==> config.mk <==
export PLATFORM = sky130hd
export DESIGN_NAME = resource_charge_with_cpu_credit_unit
export DESIGN_NICKNAME = d
export VERILOG_FILES = /design/src/rtl/rccc_pkg.sv /design/src/rtl/rccc_charge.sv /design/src/rtl/resource_charge_with_cpu_credit_unit.sv
export SDC_FILE = /design/constraint.sdc
export NUM_CORES = 2
export LEC_CHECK = 0
export BUFFER_PORTS_ARGS = -buffer_cell sky130_fd_sc_hd__buf_2
export CAP_MARGIN = 20
export CORE_UTILIZATION = 27
export CTS_CLUSTER_SIZE = 28
export DETAILED_ROUTE_END_ITERATION = 16
export PLACE_DENSITY = 0.53
export SKIP_CTS_REPAIR_TIMING = 1
export SYNTH_ARGS = -nofsm -noshare
export SYNTH_HDL_FRONTEND = slang
export SYNTH_HIERARCHICAL = 1
export SYNTH_SLANG_ARGS = --single-unit
==> constraint.sdc <==
create_clock -name i_clk -period 11 [get_ports i_clk]
set_clock_uncertainty 0.2 [all_clocks]
set_input_delay 1.1 -clock i_clk [delete_from_list [all_inputs] [get_ports i_clk]]
set_output_delay 1.1 -clock i_clk [all_outputs]
set_load 0.02 [all_outputs]
==> src/rtl/rccc_pkg.sv <==
// Shared constants, codes and types for the resource charge / CPU credit unit.
package rccc_pkg;

    localparam int NCPU       = 4;
    localparam int CPU_W      = (NCPU > 1) ? $clog2(NCPU) : 1;
    localparam int SUM_W      = 32 + CPU_W;
    localparam int CREDIT_DIV = 2 * NCPU;
    localparam int BAR_W      = 31;
    localparam int DFLT_W     = 29;
    localparam int ADDR_W     = 4;

    localparam logic [31:0]       MAX_AMOUNT = 32'h7FFF_FFFF;
    localparam logic [31:0]       ALL_ONES   = 32'hFFFF_FFFF;
    localparam logic [DFLT_W-1:0] DFLT_RST   = 29'd256;
    localparam logic [BAR_W-1:0]  BAR_RST    = 31'h7FFF_FFFF;

    // operation codes
    localparam logic [2:0] MODE_CHARGE    = 3'd0;
    localparam logic [2:0] MODE_UNCHARGE  = 3'd1;
    localparam logic [2:0] MODE_FCHARGE   = 3'd2;
    localparam logic [2:0] MODE_FUNCHARGE = 3'd3;
    localparam logic [2:0] MODE_PRECHARGE = 3'd4;
    localparam logic [2:0] MODE_QUERY     = 3'd5;

    // severity codes
    localparam logic [1:0] SEV_HARD  = 2'd0;
    localparam logic [1:0] SEV_SOFT  = 2'd1;
    localparam logic [1:0] SEV_FORCE = 2'd2;
    localparam logic [1:0] SEV_BAD   = 2'd3;

    // status codes
    localparam logic [1:0] ST_OK      = 2'd0;
    localparam logic [1:0] ST_REFUSED = 2'd1;
    localparam logic [1:0] ST_INVALID = 2'd2;

    // register indexes (byte address / 4)
    localparam logic [1:0] REG_BARRIER = 2'd0;
    localparam logic [1:0] REG_LIMIT   = 2'd1;
    localparam logic [1:0] REG_DFLT    = 2'd2;

    typedef struct packed {
        logic        refuse;
        logic [31:0] held;
    } t_chg_res;

endpackage

==> src/rtl/rccc_charge.sv <==
// Charge check: saturating add of an amount to the held count against barrier and limit.
module rccc_charge (
    input  logic [31:0]             i_held,
    input  logic [32:0]             i_amount,
    input  logic [1:0]              i_sev,
    input  logic [30:0]             i_barrier,
    input  logic [30:0]             i_limit,
    output rccc_pkg::t_chg_res      o_res
);
    import rccc_pkg::*;

    logic [33:0] sum;
    logic [31:0] nv;
    logic        over_bar;
    logic        over_lim;

    assign sum      = {2'b00, i_held} + {1'b0, i_amount};
    assign nv       = (sum[33:32] != 2'b00) ? ALL_ONES : sum[31:0];
    assign over_bar = nv > {1'b0, i_barrier};
    assign over_lim = nv > {1'b0, i_limit};

    always_comb begin
        o_res.held = nv;
        case (i_sev)
            SEV_HARD: o_res.refuse = over_bar || over_lim;
            SEV_SOFT: o_res.refuse = over_lim;
            default:  o_res.refuse = 1'b0;
        endcase
    end

endmodule

==> src/rtl/resource_charge_with_cpu_credit_unit.sv <==
// Top level: resource counter with per-CPU cached credit, sequenced around a credit RAM.
//
// Input channel: i_valid / o_stall with mode, cpu, amount, severity, test_only.
// Output channel: o_valid / i_stall with status, usage and cpu_credit; one result
// beat per input beat, in order.
// Configuration: APB-style writes to barrier (0x0), limit (0x4), default
// precharge (0x8); writing default precharge also recomputes the credit bound.
// Per-CPU credit lives in a single-port RAM with a registered read. Each beat is a
// read-modify-write sequence: read at accept, then decide, charge, bound refresh
// and spill steps, then write back and update the running credit sum, then load
// the output register. Query, uncharge and a cache hit skip the charge step;
// charge, precharge and refill take it; a fast uncharge spill takes bound refresh
// and spill; a fast charge retry after a refused refill charges, refreshes the
// bound and charges again. Only one item is in flight, so RAM accesses never overlap.
// The result sits in an output register; the next beat is accepted while it waits.
// If i_stall holds a result when the next one is ready, the sequencer waits.
// Reset (synchronous, active low) clears counters, credit valid bits and the
// running sum and restores register defaults.
module resource_charge_with_cpu_credit_unit (
    input  logic        i_clk,
    input  logic        i_rst_n,
    input  logic        i_valid,
    output logic        o_stall,
    input  logic [2:0]  i_mode,
    input  logic [5:0]  i_cpu,
    input  logic [31:0] i_amount,
    input  logic [1:0]  i_severity,
    input  logic        i_test_only,
    output logic        o_valid,
    input  logic        i_stall,
    output logic [1:0]  o_status,
    output logic [31:0] o_usage,
    output logic [31:0] o_cpu_credit,
    input  logic        psel,
    input  logic        penable,
    input  logic        pwrite,
    input  logic [rccc_pkg::ADDR_W-1:0] paddr,
    input  logic [31:0] pwdata,
    output logic [31:0] prdata,
    output logic        pready
);
    import rccc_pkg::*;

    typedef enum logic [2:0] {
        S_IDLE, S_PREP, S_CHARGE, S_BOUND, S_UNCH, S_FIN, S_OUT
    } t_state;

    t_state r_state, n_state;

    logic [2:0]        r_mode, n_mode;
    logic [5:0]        r_cpu, n_cpu;
    logic [31:0]       r_amount, n_amount;
    logic [1:0]        r_sev, n_sev;
    logic              r_test, n_test;
    logic [32:0]       r_op, n_op;
    logic [1:0]        r_op_sev, n_op_sev;
    logic              r_op_test, n_op_test;
    logic              r_retry, n_retry;
    logic [DFLT_W-2:0] r_pre, n_pre;
    logic [31:0]       r_cr, n_cr;
    logic              r_wr, n_wr;
    logic [1:0]        r_status, n_status;
    logic [31:0]       r_held, n_held;
    logic [31:0]       r_peak, n_peak;
    logic [31:0]       r_fail, n_fail;
    logic [DFLT_W-1:0] r_bound, n_bound;
    logic [SUM_W-1:0]  r_sum, n_sum;
    logic [BAR_W-1:0]  r_barrier, n_barrier;
    logic [BAR_W-1:0]  r_limit, n_limit;
    logic [DFLT_W-1:0] r_dflt, n_dflt;
    logic              r_out_valid, n_out_valid;
    logic [1:0]        r_out_status, n_out_status;
    logic [31:0]       r_out_usage, n_out_usage;
    logic [31:0]       r_out_credit, n_out_credit;

    // credit RAM
    logic [31:0]       mem [NCPU];
    logic [NCPU-1:0]   r_vld;
    logic [31:0]       r_rd_data;
    logic              r_rd_hit;

    logic              in_acc;
    logic              cfg_wr;
    logic              mem_wr;
    logic [31:0]       cr0;
    logic [DFLT_W-2:0] half;
    logic [31:0]       excess;
    logic [31:0]       share;
    logic [DFLT_W-1:0] bound_rc;
    logic [DFLT_W-1:0] bound_cfg;
    logic [31:0]       pre32;
    logic [31:0]       top32;
    logic [31:0]       unch32;
    logic [31:0]       total32;
    logic [31:0]       usage32;
    logic              bad;
    t_chg_res          chg;

    function automatic logic [DFLT_W-1:0] f_min_bound(input logic [DFLT_W-1:0] dflt,
                                                       input logic [31:0] shr);
        f_min_bound = ({3'b000, dflt} < shr) ? dflt : shr[DFLT_W-1:0];
    endfunction

    function automatic logic [31:0] f_uncharge(input logic [31:0] held,
                                               input logic [32:0] val);
        f_uncharge = (val >= {1'b0, held}) ? '0 : held - val[31:0];
    endfunction

    assign in_acc  = i_valid && (r_state == S_IDLE);
    assign o_stall = (r_state != S_IDLE);
    assign cfg_wr  = psel && penable && pwrite;
    assign mem_wr  = (r_state == S_FIN) && r_wr;
    assign pready  = 1'b1;

    assign o_valid      = r_out_valid;
    assign o_status     = r_out_status;
    assign o_usage      = r_out_usage;
    assign o_cpu_credit = r_out_credit;

    assign cr0       = r_rd_hit ? r_rd_data : '0;
    assign half      = r_bound[DFLT_W-1:1];
    assign excess    = ({1'b0, r_limit} > r_held) ? {1'b0, r_limit} - r_held : '0;
    assign share     = excess / CREDIT_DIV;
    assign bound_rc  = f_min_bound(r_dflt, share);
    assign bound_cfg = f_min_bound(pwdata[DFLT_W-1:0], share);
    assign pre32     = ({4'b0000, half} > cr0) ? {4'b0000, half} - cr0 : '0;
    assign top32     = (r_amount > {4'b0000, half}) ? r_amount : {4'b0000, half};
    assign unch32    = (r_cr > {4'b0000, half}) ? r_cr - {4'b0000, half} : '0;
    assign total32   = (r_sum > SUM_W'(ALL_ONES)) ? ALL_ONES : r_sum[31:0];
    assign usage32   = (r_held > total32) ? r_held - total32 : '0;

    assign bad = (r_mode > MODE_QUERY) || ({1'b0, r_cpu} >= 7'(NCPU)) ||
                 ((r_mode <= MODE_PRECHARGE) && (r_amount > MAX_AMOUNT)) ||
                 (((r_mode == MODE_CHARGE) || (r_mode == MODE_FCHARGE)) &&
                  (r_sev == SEV_BAD));

    rccc_charge u_charge (
        .i_held    (r_held),
        .i_amount  (r_op),
        .i_sev     (r_op_sev),
        .i_barrier (r_barrier),
        .i_limit   (r_limit),
        .o_res     (chg)
    );

    always_comb begin
        unique case (paddr[3:2])
            REG_BARRIER: prdata = {1'b0, r_barrier};
            REG_LIMIT:   prdata = {1'b0, r_limit};
            REG_DFLT:    prdata = {3'b000, r_dflt};
            default:     prdata = '0;
        endcase
    end

    always_comb begin
        n_state      = r_state;
        n_mode       = r_mode;
        n_cpu        = r_cpu;
        n_amount     = r_amount;
        n_sev        = r_sev;
        n_test       = r_test;
        n_op         = r_op;
        n_op_sev     = r_op_sev;
        n_op_test    = r_op_test;
        n_retry      = r_retry;
        n_pre        = r_pre;
        n_cr         = r_cr;
        n_wr         = r_wr;
        n_status     = r_status;
        n_held       = r_held;
        n_peak       = r_peak;
        n_fail       = r_fail;
        n_bound      = r_bound;
        n_sum        = r_sum;
        n_barrier    = r_barrier;
        n_limit      = r_limit;
        n_dflt       = r_dflt;
        n_out_valid  = r_out_valid;
        n_out_status = r_out_status;
        n_out_usage  = r_out_usage;
        n_out_credit = r_out_credit;

        if (r_out_valid && !i_stall) begin
            n_out_valid = 1'b0;
        end

        unique case (r_state)
            S_IDLE: begin
                if (i_valid) begin
                    n_mode   = i_mode;
                    n_cpu    = i_cpu;
                    n_amount = i_amount;
                    n_sev    = i_severity;
                    n_test   = i_test_only;
                    n_state  = S_PREP;
                end
            end
            S_PREP: begin
                n_cr     = cr0;
                n_wr     = 1'b1;
                n_status = ST_OK;
                n_retry  = 1'b0;
                n_state  = S_FIN;
                if (bad) begin
                    n_status = ST_INVALID;
                    n_cr     = '0;
                    n_wr     = 1'b0;
                end else begin
                    case (r_mode)
                        MODE_CHARGE: begin
                            n_op      = {1'b0, r_amount};
                            n_op_sev  = r_sev;
                            n_op_test = r_test;
                            n_state   = S_CHARGE;
                        end
                        MODE_UNCHARGE: begin
                            n_held = f_uncharge(r_held, {1'b0, r_amount});
                        end
                        MODE_FCHARGE: begin
                            if (cr0 >= r_amount) begin
                                n_cr = cr0 - r_amount;
                            end else begin
                                // refill to half the bound along with this charge
                                n_pre     = pre32[DFLT_W-2:0];
                                n_op      = {1'b0, r_amount} + {1'b0, pre32};
                                n_op_sev  = SEV_SOFT;
                                n_op_test = 1'b1;
                                n_state   = S_CHARGE;
                            end
                        end
                        MODE_FUNCHARGE: begin
                            if (({1'b0, cr0} + {1'b0, r_amount}) <= {4'b0000, r_bound}) begin
                                n_cr = cr0 + r_amount;
                            end else begin
                                n_state = S_BOUND;
                            end
                        end
                        MODE_PRECHARGE: begin
                            if (cr0 < r_amount) begin
                                if (r_amount > {3'b000, r_bound}) begin
                                    n_status = ST_REFUSED;
                                end else begin
                                    n_op      = {1'b0, top32 - cr0};
                                    n_op_sev  = SEV_SOFT;
                                    n_op_test = 1'b1;
                                    n_state   = S_CHARGE;
                                end
                            end
                        end
                        default: begin
                        end
                    endcase
                end
            end
            S_CHARGE: begin
                n_state = S_FIN;
                if (!chg.refuse) begin
                    n_held = chg.held;
                    if (chg.held > r_peak) begin
                        n_peak = chg.held;
                    end
                end else if (!r_op_test && (r_fail != ALL_ONES)) begin
                    n_fail = r_fail + 32'd1;
                end
                case (r_mode)
                    MODE_FCHARGE: begin
                        if (r_retry) begin
                            n_status = chg.refuse ? ST_REFUSED : ST_OK;
                        end else if (!chg.refuse) begin
                            n_cr = r_cr + {4'b0000, r_pre};
                        end else begin
                            n_retry = 1'b1;
                            n_state = S_BOUND;
                        end
                    end
                    MODE_PRECHARGE: begin
                        if (!chg.refuse) begin
                            n_cr = r_cr + r_op[31:0];
                        end else begin
                            n_status = ST_REFUSED;
                        end
                    end
                    default: begin
                        n_status = chg.refuse ? ST_REFUSED : ST_OK;
                    end
                endcase
            end
            S_BOUND: begin
                if ((r_mode == MODE_FCHARGE) || (r_bound != r_dflt)) begin
                    n_bound = bound_rc;
                end
                if (r_mode == MODE_FCHARGE) begin
                    n_op      = {1'b0, r_amount};
                    n_op_sev  = r_sev;
                    n_op_test = r_test;
                    n_state   = S_CHARGE;
                end else begin
                    n_state = S_UNCH;
                end
            end
            S_UNCH: begin
                // spill credit above half the bound back to the counter
                n_cr    = r_cr - unch32;
                n_held  = f_uncharge(r_held, {1'b0, r_amount} + {1'b0, unch32});
                n_state = S_FIN;
            end
            S_FIN: begin
                // invalid beats leave the RAM and the running sum alone
                if (r_wr) begin
                    n_sum = r_sum + SUM_W'(r_cr) - SUM_W'(cr0);
                end
                n_state = S_OUT;
            end
            S_OUT: begin
                if (!r_out_valid || !i_stall) begin
                    n_out_valid  = 1'b1;
                    n_out_status = r_status;
                    n_out_usage  = usage32;
                    n_out_credit = r_cr;
                    n_state      = S_IDLE;
                end
            end
            default: begin
                n_state = S_IDLE;
            end
        endcase

        if (cfg_wr) begin
            unique case (paddr[3:2])
                REG_BARRIER: n_barrier = pwdata[BAR_W-1:0];
                REG_LIMIT:   n_limit   = pwdata[BAR_W-1:0];
                REG_DFLT: begin
                    n_dflt  = pwdata[DFLT_W-1:0];
                    n_bound = bound_cfg;
                end
                default: begin
                end
            endcase
        end
    end

    always_ff @(posedge i_clk) begin
        if (!i_rst_n) begin
            r_state     <= S_IDLE;
            r_held      <= '0;
            r_peak      <= '0;
            r_fail      <= '0;
            r_bound     <= DFLT_RST;
            r_sum       <= '0;
            r_barrier   <= BAR_RST;
            r_limit     <= BAR_RST;
            r_dflt      <= DFLT_RST;
            r_out_valid <= 1'b0;
            r_wr        <= 1'b0;
            r_retry     <= 1'b0;
        end else begin
            r_state     <= n_state;
            r_held      <= n_held;
            r_peak      <= n_peak;
            r_fail      <= n_fail;
            r_bound     <= n_bound;
            r_sum       <= n_sum;
            r_barrier   <= n_barrier;
            r_limit     <= n_limit;
            r_dflt      <= n_dflt;
            r_out_valid <= n_out_valid;
            r_wr        <= n_wr;
            r_retry     <= n_retry;
        end
        r_mode       <= n_mode;
        r_cpu        <= n_cpu;
        r_amount     <= n_amount;
        r_sev        <= n_sev;
        r_test       <= n_test;
        r_op         <= n_op;
        r_op_sev     <= n_op_sev;
        r_op_test    <= n_op_test;
        r_pre        <= n_pre;
        r_cr         <= n_cr;
        r_status     <= n_status;
        r_out_status <= n_out_status;
        r_out_usage  <= n_out_usage;
        r_out_credit <= n_out_credit;
    end

    // credit RAM: read at accept, write back at the end of the sequence
    always_ff @(posedge i_clk) begin
        if (in_acc) begin
            r_rd_data <= mem[i_cpu[CPU_W-1:0]];
        end
        if (mem_wr) begin
            mem[r_cpu[CPU_W-1:0]] <= r_cr;
        end
    end

    // per-entry valid bits; an unwritten entry reads as zero
    always_ff @(posedge i_clk) begin
        if (!i_rst_n) begin
            r_vld    <= '0;
            r_rd_hit <= 1'b0;
        end else begin
            if (in_acc) begin
                r_rd_hit <= r_vld[i_cpu[CPU_W-1:0]];
            end
            if (mem_wr) begin
                r_vld[r_cpu[CPU_W-1:0]] <= 1'b1;
            end
        end
    end

endmodule

# Word-level counts from Yosys, hierarchy flattened
# Memory sizes are Yosys's and may differ from the RTL's. A register that Yosys moved wholly into a read port is not among the register bits.
# Index checks and enable logic that the tools add are counted.
[classes] n_addsub=18 order_cmp=23 eq_ne=32 mux=80 bitwise_logic=3 n_reduce_logical=39
[ops] op="32-bit two-way mux" n=18
[ops] op="32-bit one-hot mux with 3 select lines" n=2
[ops] op="32-bit subtractor" n=6
[ops] op="29-bit two-way mux" n=6
[ops] op="33-bit two-way mux" n=5
[ops] op="32-bit one-hot mux with 2 select lines" n=2
[ops] op="32-bit by 32-bit adder with 33-bit output" n=3
[ops] op="33-bit one-hot mux with 3 select lines" n=1
[ops] op="31-bit one-hot mux with 3 select lines" n=1
[ops] op="33-bit one-hot mux with 2 select lines" n=1
[ops] op="32-bit adder" n=2
[ops] op="32-bit >= comparator" n=2
[ops] op="32-bit by 28-bit > comparator with 1-bit output" n=2
[ops] op="32-bit by 31-bit > comparator with 1-bit output" n=2
[ops] op="29-bit less-than comparator" n=2
[ops] op="32-bit by 33-bit adder with 34-bit output" n=1
[ops] op="34-bit by 32-bit adder with 34-bit output" n=1
[ops] op="34-bit by 32-bit > comparator with 1-bit output (second input constant)" n=1
[ops] op="34-bit by 32-bit subtractor with 34-bit output" n=1
[ops] op="33-bit by 32-bit >= comparator with 1-bit output" n=1
[ops] op="33-bit by 29-bit less-or-equal comparator with 1-bit output" n=1
[ops] op="3-bit two-way mux" n=11
[ops] op="32-bit by 28-bit adder with 32-bit output" n=1
[ops] op="28-bit by 32-bit > comparator with 1-bit output" n=1
[ops] op="other kinds (46)" n=121
[totals] ff_bits=403 ramBits=128 input_bits=87 wordCells=220 mem_count=1
[mem_list] name="mem" depth=4 width=32 rd=1 rd_ports_with_merged_regs=1 write_ports=1 line="resource_charge_with_cpu_credit_unit.sv:77" text="logic [31:0] mem [NCPU];"

# Depth between registers and ports, before layout
[logic_depth] depth_word=10 mapped_depth=38 depth_no_buf=36

# By module
# The synthesis kept the hierarchy.
[modules_own_cells] mod="resource_charge_with_cpu_credit_unit" instances=1 cells_each=5747 area_per_inst_um2=49796.5
[modules_own_cells] mod="rccc_charge" instances=1 cells_each=476 area_per_inst_um2=3355.7

# Least setup slack after synthesis
# No wires, ideal clock.
[synth_path] kind="flip-flop to flip-flop" start="register r_cr[0]" end="register r_held[9]" setup_ps=70 arrival_ps=7392 required_time_ps=10730 path_slack_ps=3339 stages_incl_launch_ff=39 cell_sequence="edfxtp_1 > inv_1 > ha_1 > inv_1 > fa_1 > a211o_1 > a21oi_1 > o2bb2ai_1 > o41ai_2 > o31ai_1 > a221oi_1 > o21a_1 > buf_2 > buf_4 > nor2_1 > ha_1 > fa_1 > a211oi_1 > (+3 left out) > o21ai_0 > o21ai_0 > a211oi_1 > o21ai_0 > a21o_1 > a21o_1 > xor2_1 > ha_1 > nand3_1 > a211oi_1 > o2111ai_1 > a31oi_1 > a31oi_1 > nand4_1 > a41oi_1 > clkbuf_1 > a32oi_1 > a21oi_1"
[synth_between] elab_chain_len=6 elab_cells_between_ends=8 cone_classes="add/sub (3); order compare (2); mux (3)"
[synth_rtl] item="start, declared" line="resource_charge_with_cpu_credit_unit.sv:60" text="logic [31:0] r_cr, n_cr;"
[synth_rtl] item="start signal, assigned" line="resource_charge_with_cpu_credit_unit.sv:379" text="r_cr <= n_cr;"
[synth_rtl] item="32-bit by 28-bit subtractor with 32-bit output / 32-bit by 28-bit > comparator with 1-bit output (equally long branches)" line="resource_charge_with_cpu_credit_unit.sv:128" text="assign unch32 = (r_cr > {4'b0000, half}) ? r_cr - {4'b0000, half} : '0;"
[synth_rtl] item="32-bit two-way mux (*)" line="resource_charge_with_cpu_credit_unit.sv:128"
[synth_rtl] item="32-bit by 32-bit adder with 33-bit output (*)" line="resource_charge_with_cpu_credit_unit.sv:304" text="n_held = f_uncharge(r_held, {1'b0, r_amount} + {1'b0, unch32});"
[synth_rtl] item="32-bit subtractor / 33-bit by 32-bit >= comparator with 1-bit output (equally long branches)" line="resource_charge_with_cpu_credit_unit.sv:106" text="f_uncharge = (val >= {1'b0, held}) ? '0 : held - val[31:0];"
[synth_rtl] item="32-bit two-way mux (*)" line="resource_charge_with_cpu_credit_unit.sv:106"
[synth_rtl] item="32-bit one-hot mux with 3 select lines (*)" line="resource_charge_with_cpu_credit_unit.sv:187" text="unique case (r_state)"
[synth_rtl] item="end signal, assigned" line="resource_charge_with_cpu_credit_unit.sv:358" text="r_held <= n_held;"
[synth_rtl] item="end, declared" line="resource_charge_with_cpu_credit_unit.sv:63" text="logic [31:0] r_held, n_held;"
# Mark *: on every way between the ends. The rest lies on a longest branch, timed or not.
# A chain may end at the register's enable or synchronous reset.

# Worst setup path after layout
[layout_path] start="register r_bound[8]" end="register r_held[9]"
[layout_between] elab_chain_len=6 elab_cells_between_ends=8 cone_classes="add/sub (3); order compare (2); mux (3)"
[layout_rtl] item="start, declared" line="resource_charge_with_cpu_credit_unit.sv:66" text="logic [DFLT_W-1:0] r_bound, n_bound;"
[layout_rtl] item="start signal, assigned" line="resource_charge_with_cpu_credit_unit.sv:361" text="r_bound <= n_bound;"
[layout_rtl] item="32-bit by 28-bit subtractor with 32-bit output / 32-bit by 28-bit > comparator with 1-bit output (equally long branches)" line="resource_charge_with_cpu_credit_unit.sv:128"
[layout_rtl] item="32-bit two-way mux (*)" line="resource_charge_with_cpu_credit_unit.sv:128"
[layout_rtl] item="32-bit by 32-bit adder with 33-bit output (*)" line="resource_charge_with_cpu_credit_unit.sv:304"
[layout_rtl] item="32-bit subtractor / 33-bit by 32-bit >= comparator with 1-bit output (equally long branches)" line="resource_charge_with_cpu_credit_unit.sv:106"
[layout_rtl] item="32-bit two-way mux (*)" line="resource_charge_with_cpu_credit_unit.sv:106"
[layout_rtl] item="32-bit one-hot mux with 3 select lines (*)" line="resource_charge_with_cpu_credit_unit.sv:187"
# Marks and branches as above.

==> metrics.log <==
INFO  metric finalCritPeriodShare = 93.2%
INFO  metric io_buffer_count = around 180
INFO  metric syn_area_per_cell = 8.54 um^2
INFO  metric critPathKind = register to register
INFO  metric internal-power = between 7 and 8 mW
INFO  metric worst_ep_arrival_time = 10.65 ns
INFO  metric r2r_cell_count = 33
INFO  metric final_critical_path_setup_slack = between 0.7 and 0.8 ns
INFO  metric layoutNonFillerInstCount = around 9100
INFO  metric synthToLayoutAreaGrowth = 13.1%
INFO  metric final_hold_viol_count = 0
INFO  metric via_density_per_instance = 5.47
INFO  metric clk_pin_slew_worst_paths = ~0.06 ns
INFO  metric worstSetupEndpointType = register
INFO  metric drive_gt1_share = 8.59%
INFO  metric post_route_minimum_period = ~10 ns
INFO  metric synth_ff_type = sky130_fd_sc_hd__edfxtp_1
INFO  metric timing_max_transition_violations_final = 0
INFO  metric rr_endpoint = r_held[9]$_SDFFE_PN0P_
INFO  metric cts_max_level = 3
INFO  metric setup.reg_to_reg.worst_slack = approximately 0.75 ns
INFO  metric cpMaxStageDelayCell = sky130_fd_sc_hd__o21ai_1
INFO  metric maxUsedRoutingLayer = met5
INFO  metric pwr_density_cell = 246 nW/um^2
INFO  metric final_net_count = between 7000 and 8000
INFO  metric post_synthesis_sequential_area_ratio = between 20% and 30%
INFO  metric setup_viol = 0
INFO  metric critPathRequiredTime = 11.41 ns
INFO  metric switching_share = between 40 and 50%
INFO  metric asyncSetResetFlopFracSynth = 0%
INFO  metric die-width = between 400 and 500 um
INFO  metric post_layout_instance_area = 60100 um^2
INFO  metric pin_count_of_the_biggest_net_entering_global_routing = 92
INFO  metric worstSetupStartpointType = register
INFO  metric detail_route.first_pass.iterations = 8
INFO  metric number_of_enable_flip_flop_cells_after_synthesis = approximately 370
INFO  metric p_leak = roughly 26 nW
INFO  metric maxClockFrequency = roughly 100 MHz
INFO  metric path_type_of_the_worst_min_delay_path = register to register
INFO  metric finalCoreUtilization = between 30% and 40%
INFO  metric grt_antenna_before_repair = 18
INFO  metric count_of_cell_types_in_the_netlist = between 100 and 150
INFO  metric placed_cells_incl_taps = 8933
INFO  metric cts.sinks = ~560
INFO  metric ctsLongestPathBuffers = 3
INFO  metric placementRows = 162
INFO  metric cpMostUsedCell = sky130_fd_sc_hd__o21ai_0
INFO  metric wl_met3 = roughly 15000 um
INFO  metric fill_cells = between 20000 and 25000
INFO  metric synth_warnings = 6
INFO  metric synthesis.area = roughly 53000 um^2
INFO  metric cts.root.buffer_cell = sky130_fd_sc_hd__clkbuf_16
INFO  metric floorplan.core_area = a little under 200000 um^2
INFO  metric layout_common_cells = sky130_fd_sc_hd__ha_1 (677), sky130_fd_sc_hd__nand2_1 (632), sky130_fd_sc_hd__a21oi_1 (486)
INFO  metric dp_hpwl = just under 200000 um
INFO  metric sink_of_the_worst_hold_path = r_vld[3]$_SDFFE_PN0P_
INFO  metric clock_power_share = 17.6%
INFO  metric placed_area = 57500 um^2
INFO  metric cp_slowest_stage_delay = ~1.0 ns
INFO  metric pwr-share-comb = a little over three fifths
INFO  metric power.sequential.fraction = 19.6%
INFO  metric grt_pass1_vias = roughly 46000
INFO  metric vias = around 50000
INFO  metric outcome = complete, no violations
INFO  metric irDropWorstVdd = between 0.15 and 0.2 mV
INFO  metric worstSkewPairLatency = around 0.73 ns
INFO  metric drt_iter0_drc = between 4000 and 5000
INFO  metric fin_tns_setup = 0 ns
INFO  metric netSwitchingPower = about 7.3 mW
INFO  metric io_pins = ~190
INFO  metric grt_usage = between 20% and 30%
INFO  metric post_synth_inst_count = slightly above 6000
INFO  metric tritoncts = built
INFO  metric globalRoute.totalOverflow = 0
INFO  metric tightestPinTransition = around 1.3 ns
INFO  metric timing.slew.headroom = 15.4%
INFO  metric antenna_left = 0
INFO  metric timing.hold.worst.start = r_vld[3]$_SDFFE_PN0P_
INFO  metric met2_wirelength = ~110000 um
INFO  metric max_cap_viol_count = 0
INFO  metric global_route_wire_length_before_repair = approximately 340000 um
INFO  metric detail_route.wirelength = roughly 240000 um
INFO  metric initial_core_util = 27.2%
INFO  metric postSynthRegisterBits = 563
INFO  metric r2r-start = r_bound[8]$_SDFF_PN1_
INFO  metric post_drt_wl_per_cell = between 20 and 30 um
INFO  metric cells_on_worst_hold_path = 1
INFO  metric critPathMaxFanout = 20
INFO  metric overall_die_area = around 200000 um^2
INFO  metric met1Wirelength = about 100000 um
INFO  metric layout.cells.most_common = sky130_fd_sc_hd__ha_1
INFO  metric pre_cts_ws = 0.914 ns
INFO  metric place_congestion = roughly 0.98
INFO  metric grt_setup_unrepaired = false
INFO  metric remaining_drc_errors = 0
INFO  metric dieHeight = 446 um
INFO  metric numCtsBuffers = 75
layer usage:
| layer | vias to the layer above | GRT usage (%) |
|---|---|---|
| li1 | 23100 | - |
| met1 | 24200 | 31.0 |
| met2 | 1947 | 37.8 |
| met3 | 424 | 3.07 |
| met4 | 16 | 10.4 |
| met5 | - | 0 |
how the worst max path moves through the flow:
stage / cells past startpoint / end / startpoint / slack [ns]
floorplan: 38 / r_held[9]$_SDFFE_PN0P_ / r_cr[0]$_DFFE_PP_ / 3.34
global placement: 36 / r_held[9]$_SDFFE_PN0P_ / r_cr[0]$_DFFE_PP_ / 0.98
detailed placement: 36 / r_held[9]$_SDFFE_PN0P_ / r_cr[0]$_DFFE_PP_ / 0.91
CTS: 36 / r_held[9]$_SDFFE_PN0P_ / r_cr[0]$_DFFE_PP_ / 0.80
global route: 36 / r_held[9]$_SDFFE_PN0P_ / r_cr[0]$_DFFE_PP_ / 0.09
finish: 33 / r_held[9]$_SDFFE_PN0P_ / r_bound[8]$_SDFF_PN1_ / 0.75
kinds of logic (layout without fill, tap and decap cells):
| logic type | Yosys count | after routing | share of synthesized area [%] |
|---|---|---|---|
| AND/OR/NAND/NOR | 1867 | 1867 | 16.6 |
| flip-flops | 563 | 563 | 28.1 |
| AO/OA/AOI/OAI | 1846 | 1846 | 22.8 |
| adder cells (fa/ha/maj) | 721 | 721 | 17.6 |
| buffers and inverters | 693 | 915 | 5.06 |
| multiplexers | 124 | 124 | 3.11 |
| XOR/XNOR | 407 | 407 | 6.71 |
| other | 2 | 16 | 0.0141 |
cell usage after synthesis, drive strengths merged (52+ instances only):
master | number | share of area [%]
a211oi | 87 | 1.3
a221oi | 52 | 0.89
o21bai | 64 | 0.90
inv | 482 | 3.4
dfxtp | 197 | 7.4
clkbuf | 165 | 1.2
nor2b | 77 | 0.92
nand3 | 182 | 1.7
nor2 | 413 | 2.9
xnor2 | 251 | 4.1
o21a | 68 | 0.96
and2 | 54 | 0.64
a21o | 232 | 3.3
ha | 677 | 16
nand2 | 634 | 4.5
mux2i | 90 | 1.7
nor3 | 133 | 1.3
o21ai | 423 | 4.0
a21oi | 488 | 4.6
nand4 | 102 | 1.2
xor2 | 156 | 2.6
nand2b | 80 | 0.94
edfxtp | 366 | 21
metrics by stage:
stage / total power [mW] / hold slack (ns)
after floorplan: 9.27 / 0.200
after global placement: 12.0 / 0.245
after detailed placement: 12.0 / 0.250
after CTS: 14.7 / 0.264
after global routing: 15.8 / 0.269
final: 14.8 / 0.264
power groups by stage:
stage                     Clock, mW  Combinational (mW)  Sequential (mW)
final                          2.61                9.29             2.90
after global routing           2.74                10.2             2.90
after CTS                      2.67                9.13             2.91
after detailed placement          0                9.06             2.95
after global placement            0                9.05             2.94
after floorplan                   0                6.52             2.75
flip-flops by register name, indices dropped and copies added (netlist names), 2 cells and up:
signal	cells
r_amount	32
r_dflt	29
o_cpu_credit	32
r_status	2
r_sum	34
r_held	32
r_barrier	31
r_op_sev	2
o_status	2
r_state	3
mem	128
o_usage	32
r_sev	2
r_vld	4
r_op	33
r_pre	28
r_cpu	6
r_rd_data	32
r_bound	29
r_limit	31
r_cr	32
r_mode	3
area by class of cell:
type,count,area (um^2),share of cell area [%]
clock buffer,94,1980,3.29
multi-input combinational,4971,35700,59.4
antenna,10,25.0,0.0416
tap,2624,3280,5.46
inverter,482,1810,3.01
timing repair buffer,293,1790,2.98
sequential,563,14900,24.9
clock inverter,46,554,0.922
worst max-delay path: cells and delay by family (launching register included):
kind / cells / cell delay (ns)
DFF: 1 / 0.52
AOI/OAI and AO/OA: 19 / 5.59
buffers and inverters: 4 / 0.91
xor gates and xnor gates: 1 / 0.15
and+or+nand+nor: 6 / 1.58
adders and majority gates: 3 / 1.09
(Power assumes the default switching activity.)
